--- src/rtl/woa_pkg.sv ---
`timescale 1ns / 1ps

package woa_pkg;

  localparam int NUM_INPUTS  = 8;
  localparam int NUM_OUTPUTS = 10;
  localparam int PORT_W      = 4;
  localparam int SRC_W       = $clog2(NUM_INPUTS);

  typedef struct packed {
    logic [NUM_INPUTS-1:0] request_valid_mask;
    logic [NUM_INPUTS-1:0] release_mask;
    logic [PORT_W-1:0]     wanted_port_0;
    logic [PORT_W-1:0]     wanted_port_1;
    logic [PORT_W-1:0]     wanted_port_2;
    logic [PORT_W-1:0]     wanted_port_3;
    logic [PORT_W-1:0]     wanted_port_4;
    logic [PORT_W-1:0]     wanted_port_5;
    logic [PORT_W-1:0]     wanted_port_6;
    logic [PORT_W-1:0]     wanted_port_7;
  } in_item_t;

  typedef struct packed {
    logic [NUM_INPUTS-1:0]  grant_mask;
    logic [NUM_OUTPUTS-1:0] connected_mask;
    logic [SRC_W-1:0]       source_of_out_0;
    logic [SRC_W-1:0]       source_of_out_1;
    logic [SRC_W-1:0]       source_of_out_2;
    logic [SRC_W-1:0]       source_of_out_3;
    logic [SRC_W-1:0]       source_of_out_4;
    logic [SRC_W-1:0]       source_of_out_5;
    logic [SRC_W-1:0]       source_of_out_6;
    logic [SRC_W-1:0]       source_of_out_7;
    logic [SRC_W-1:0]       source_of_out_8;
    logic [SRC_W-1:0]       source_of_out_9;
  } out_item_t;

  // Per-output lock state plus the source value each output last drove
  typedef struct packed {
    logic [NUM_OUTPUTS-1:0]            locked;
    logic [NUM_OUTPUTS-1:0][SRC_W-1:0] owner;
    logic [NUM_OUTPUTS-1:0][SRC_W-1:0] last_src;
  } alloc_state_t;

endpackage

--- src/rtl/woa_alloc.sv ---
`timescale 1ns / 1ps

module woa_alloc (
  input  woa_pkg::in_item_t     item,
  input  woa_pkg::alloc_state_t state,
  output woa_pkg::alloc_state_t state_next,
  output woa_pkg::out_item_t    result
);
  import woa_pkg::*;

  logic [NUM_INPUTS-1:0][PORT_W-1:0] port;
  logic [NUM_OUTPUTS-1:0]            keep;
  logic [NUM_OUTPUTS-1:0]            won;
  logic [NUM_OUTPUTS-1:0][SRC_W-1:0] winner;
  logic [NUM_INPUTS-1:0]             grant;

  always_comb begin
    port[0] = item.wanted_port_0;
    port[1] = item.wanted_port_1;
    port[2] = item.wanted_port_2;
    port[3] = item.wanted_port_3;
    port[4] = item.wanted_port_4;
    port[5] = item.wanted_port_5;
    port[6] = item.wanted_port_6;
    port[7] = item.wanted_port_7;
  end

  always_comb begin
    grant      = '0;
    state_next = state;
    for (int j = 0; j < NUM_OUTPUTS; j++) begin
      keep[j]   = state.locked[j] && !item.release_mask[state.owner[j]];
      won[j]    = 1'b0;
      winner[j] = '0;
      // scan from the top so the lowest-numbered requester wins
      for (int i = NUM_INPUTS - 1; i >= 0; i--) begin
        if (item.request_valid_mask[i] && port[i] == PORT_W'(j)) begin
          won[j]    = 1'b1;
          winner[j] = SRC_W'(i);
        end
      end
      if (keep[j]) begin
        grant[state.owner[j]]  = 1'b1;
        state_next.last_src[j] = state.owner[j];
      end else if (won[j]) begin
        state_next.locked[j]   = 1'b1;
        state_next.owner[j]    = winner[j];
        state_next.last_src[j] = winner[j];
        grant[winner[j]]       = 1'b1;
      end else begin
        state_next.locked[j] = 1'b0;
        state_next.owner[j]  = '0;
      end
    end
  end

  always_comb begin
    result.grant_mask      = grant;
    result.connected_mask  = state_next.locked;
    result.source_of_out_0 = state_next.last_src[0];
    result.source_of_out_1 = state_next.last_src[1];
    result.source_of_out_2 = state_next.last_src[2];
    result.source_of_out_3 = state_next.last_src[3];
    result.source_of_out_4 = state_next.last_src[4];
    result.source_of_out_5 = state_next.last_src[5];
    result.source_of_out_6 = state_next.last_src[6];
    result.source_of_out_7 = state_next.last_src[7];
    result.source_of_out_8 = state_next.last_src[8];
    result.source_of_out_9 = state_next.last_src[9];
  end

endmodule

--- src/rtl/wormhole_output_arbiter_unit.sv ---
`timescale 1ns / 1ps

// Fixed-priority wormhole switch allocator, 8 inputs to 10 outputs. One item is
// taken every clock unless in_stall holds it; an accepted item is held in an input
// register, allocated in a single combinational pass against the output lock
// state, and its result is then offered from the result register. The pass
// does release, hold of locked outputs and a lowest-input-wins pick for each
// free output. An unconnected output repeats the source it last drove. No
// clearing pass after reset.
module wormhole_output_arbiter_unit (
  input  logic                clk,
  input  logic                rst,
  input  logic                in_valid,
  output logic                in_stall,
  input  woa_pkg::in_item_t   in_item,
  output logic                out_valid,
  input  logic                out_stall,
  output woa_pkg::out_item_t  out_item
);
  import woa_pkg::*;

  logic         s1_valid;
  in_item_t     s1_item;
  alloc_state_t state;
  alloc_state_t state_next;
  out_item_t    result;
  logic         advance;

  woa_alloc u_alloc (
    .item       (s1_item),
    .state      (state),
    .state_next (state_next),
    .result     (result)
  );

  assign advance  = s1_valid && (!out_valid || !out_stall);
  assign in_stall = s1_valid && !advance;

  always_ff @(posedge clk) begin
    if (rst) begin
      s1_valid  <= 1'b0;
      out_valid <= 1'b0;
      state     <= '0;
    end else begin
      if (!in_stall) begin
        s1_valid <= in_valid;
      end
      if (advance) begin
        out_valid <= 1'b1;
        state     <= state_next;
      end else if (!out_stall) begin
        out_valid <= 1'b0;
      end
    end
  end

  always_ff @(posedge clk) begin
    if (in_valid && !in_stall) begin
      s1_item <= in_item;
    end
    if (advance) begin
      out_item <= result;
    end
  end

  // lock state must mirror the connections just reported
  assert property (@(posedge clk) disable iff (rst)
    advance |=> state.locked == out_item.connected_mask)
    else $error("lock state out of step with connected mask");

  assert property (@(posedge clk) disable iff (rst)
    out_valid |-> ((out_item.grant_mask == '0) == (out_item.connected_mask == '0)))
    else $error("grant and connection masks disagree");

  assert property (@(posedge clk) disable iff (rst)
    out_valid && out_item.connected_mask[0] |->
      out_item.grant_mask[out_item.source_of_out_0])
    else $error("output 0 connected to an input without grant");

  assert property (@(posedge clk) disable iff (rst)
    in_stall |-> s1_valid && out_valid && out_stall)
    else $error("input stalled with room to advance");

endmodule

--- config.mk ---
export PLATFORM = sky130hd
export DESIGN_NAME = wormhole_output_arbiter_unit
export DESIGN_NICKNAME = d
export VERILOG_FILES = /design/src/rtl/woa_pkg.sv /design/src/rtl/woa_alloc.sv /design/src/rtl/wormhole_output_arbiter_unit.sv
export SDC_FILE = /design/constraint.sdc
export NUM_CORES = 1
export LEC_CHECK = 0
export BUFFER_PORTS_ARGS = -buffer_cell sky130_fd_sc_hd__buf_2
export CORE_MARGIN = 2
export CORE_UTILIZATION = 54
export DETAILED_ROUTE_END_ITERATION = 7
export GPL_TIMING_DRIVEN = 0
export PLACE_DENSITY = 0.74
export RECOVER_POWER = 100
export SLEW_MARGIN = 20
export SYNTH_ARGS = -nofsm -noshare
export SYNTH_HDL_FRONTEND = slang
export SYNTH_SLANG_ARGS = --single-unit
--- constraint.sdc ---
create_clock -name clk -period 3.16 [get_ports clk]
set_input_delay 0.474 -clock clk [delete_from_list [all_inputs] [get_ports clk]]
set_output_delay 0.474 -clock clk [all_outputs]
set_load 0.01 [all_outputs]
==> results.json <==
{
  "rows": 50,
  "via_count": 10200,
  "power_density_nw_per_um2": 490,
  "yosysSeqAreaShare": 0.428,
  "io_pins": 102,
  "worst_pin_slew_ns": 1.90,
  "pwr-share-clk": 0.397,
  "htree_levels": 4,
  "crit_chain": "mux2i_1, mux4_2, and3_1, clkbuf_1, nand2b_1, nor3_1, nor4_1, nand3_1",
  "clock-sinks": 168,
  "routedWlPerCell_um": 26.2,
  "die_h_um": 141,
  "startpoint_type": "flop",
  "routed_via_density": 6.82,
  "period_needed_ns": 3.18,
  "cts_root_buffer": "clkbuf_16",
  "dp.final_hpwl_mm": 30.1,
  "antenna_left": 0,
  "postLayoutCellArea_um2": 11600,
  "ys_ff_latch": 168,
  "core_area_um2": 18500,
  "outcome": "finished, violations left",
  "dieArea_um2": 19800,
  "drc": 0,
  "crit_path_end_kind": "flop",
  "dieWidth_um": 141,
  "cts_buffers": 17,
  "grt_first_pass_wirelength_mm": 56.6,
  "critPathMaxStageDelay_ns": 0.64,
  "synth_nets": 1175,
  "clkTransAtPathRegs_ns": 0.08,
  "antenna_found_initial": 1,
  "synth_top_area_frac": 0.286,
  "initial_core_util": 0.545,
  "tns_ns": -0.0160,
  "yosys.area.top_type": "edfxtp_1",
  "sequentialPowerShare": 0.451,
  "period_share": 1.01,
  "port-buffer-count": 100,
  "swShare": 0.304,
  "vdd_drop_max_uv": 380,
  "synth_enable_flop_cells": 96,
  "worstPathMaxFanout": 11,
  "clock_path_buffers": 2,
  "drt_wl_total_mm": 39.1,
  "insertion_delay_ns": 0.45,
  "cts_hold_buf": 0,
  "fillers": 1608,
  "ys_types": 80,
  "violations": "max-capacitance violations, max-slew violations, negative setup slack",
  "first_pass_iters": 6,
  "finalWorstSetupSlack_ns": -0.0160,
  "grt_start_max_net_pins": 58,
  "setup_viol": 1,
  "place_congestion": 1.07,
  "clock.fmax_ghz": 0.315,
  "place_area_um2": 10900,
  "yosys_warnings": 0,
  "cp_top_family": "simple AND/OR/NAND/NOR gates",
  "hold_class": "in2reg",
  "synthCells": 1123,
  "rsz0062_at_grt": "no",
  "synthTopCellsByArea": "edfxtp_1, dfxtp_1, nor2_1, nand2_1, nand2b_1",
  "maxSlewViolCount": 16,
  "crit_path_top_delay_cell": "nor4_1",
  "track_usage": 0.388,
  "power.switching_uw": 1720,
  "power_leakage_uw": 0.00403,
  "async_flop_share": 0,
  "crit_buf_inv": 1,
  "grt-ovfl-total": 0,
  "finalClockSkew_ns": 0.0135,
  "relSlewSlack": -0.266,
  "comb_power_share": 0.153,
  "hold_violations": 0,
  "drtIter0Drc": 1715,
  "synthFlopType": "edfxtp_1",
  "syn_area_per_cell_um2": 8.99,
  "crit_required_ns": 3.33,
  "cts_tree": "yes",
  "cap_violations": 1,
  "syn_to_final_growth_pct": 14.4,
  "final_nets": 1294,
  "drive_gt1_frac": 0.121,
  "arrival_ns": 3.34,
  "hold_ws_ns": 0.195,
  "synth_area_um2": 10100,
  "crit_type": "reg2reg",
  "first_global_vias": 9103,
  "internal_power_uw": 3940
}
power by group through the flow:
| stage | Sequential [µW] | Combinational (µW) | Clock (µW) |
|---|---|---|---|
| after global routing | 2570 | 910 | 2310 |
| after floorplan | 2590 | 504 | 0 |
| final | 2550 | 866 | 2250 |
| after detailed placement | 2590 | 839 | 0 |
| after global placement | 2590 | 827 | 0 |
| after CTS | 2540 | 841 | 2230 |
state kept, by name, indices dropped and copies added, names as in the netlist:
signal	count
state	70
s1_valid	1
out_valid	1
s1_item	48
out_item	48
per-stage QoR:
| step | setup WS (ns) | utilization | power (µW) | std cells |
|---|---|---|---|---|
| 2_1_floorplan | 0.248 | - | 3090 | 1123 |
| 3_3_place_gp | -0.945 | 0.588 | 3410 | 1457 |
| 3_5_place_dp | -0.269 | 0.590 | 3430 | 1458 |
| 4_1_cts | 0.0197 | 0.626 | 5620 | 1488 |
| 5_1_grt | 0.0170 | 0.624 | 5790 | 1489 |
| 6_report | -0.0160 | 0.624 | 5660 | 1490 |
cells in the mapped netlist (all sizes together) (7+ instances only):
cell type	instances
a2111oi	7
a211oi	24
a21oi	50
a221o	11
a22oi	12
a311oi	18
a31oi	15
and3b	12
buf	20
clkbuf	58
dfxtp	72
edfxtp	96
inv	23
mux2i	19
mux4	10
nand2	110
nand2b	47
nand3	20
nand3b	23
nand4	19
nand4b	10
nor2	152
nor2b	18
nor3	43
nor3b	13
nor4	9
o211ai	16
o21a	10
o21ai	38
o22ai	29
o311ai	8
o32ai	8
or2	14
or3b	11
cell families after synthesis:
family / Yosys count / synth area share
buffers and inverters: 101 / 0.0413
AO/OA/AOI/OAI: 297 / 0.215
multiplexers: 33 / 0.0456
flip-flops: 168 / 0.428
AND/OR/NAND/NOR: 524 / 0.270
repair_timing:
action                                  CTS  global route
endpoints found under the setup margin    8             7
pin swaps                                 1             1
buffers inserted                          0             2
gates resized for setup                   9            10
cell usage in the layout (no fill, tap or decap), drive strengths merged, types with 13 or more instances in the layout:
cell type and count:
a211oi 24, a21oi 50, a311oi 18, a31oi 15
buf 70, clkbuf 127, dfxtp 72, edfxtp 96
inv 29, mux2i 19, nand2 110, nand2b 47
nand3 20, nand3b 23, nand4 19, nor2 152
nor2b 18, nor3 43, nor3b 13, o211ai 16
o21ai 38, o22ai 29, or2 14
worst paths after layout:
kind,from,endpoint,slack [ns],depth (start not counted)
worst min-delay path,in_item[22],s1_item[22],0.20,1
worst max-delay path,s1_item[37],out_item[46],-0.02,8
worst min register to register,state[2],state[2],0.47,2
worst max register to register,s1_item[37],out_item[46],-0.02,8
per-layer routing:
layer,track usage,part of all wire
met1,0.501,0.39
met5,0,0
met4,0.211,0.062
met2,0.598,0.44
met3,0.103,0.10
cell type report:
type / count / area [µm²] / share of cell area
multi-input cells: 854 / 5420 / 0.469
diodes: 1 / 2.50 / 0.000217
clock buffers: 19 / 464 / 0.0402
inverters: 23 / 86.3 / 0.00747
well taps: 234 / 293 / 0.0253
flip-flops and latches: 168 / 4320 / 0.374
clock inverters: 13 / 178 / 0.0154
plain buffers: 75 / 314 / 0.0272
repair buffers: 103 / 473 / 0.0409
worst register-to-register path: cells and delay by family (launching register included):
kind / cells / cell delay (ns)
muxes: 2 / 0.53
DFF: 1 / 0.63
buffers and inverters: 1 / 0.35
and+or+nand+nor: 5 / 1.39
Power figures use the tool's default switching activity.
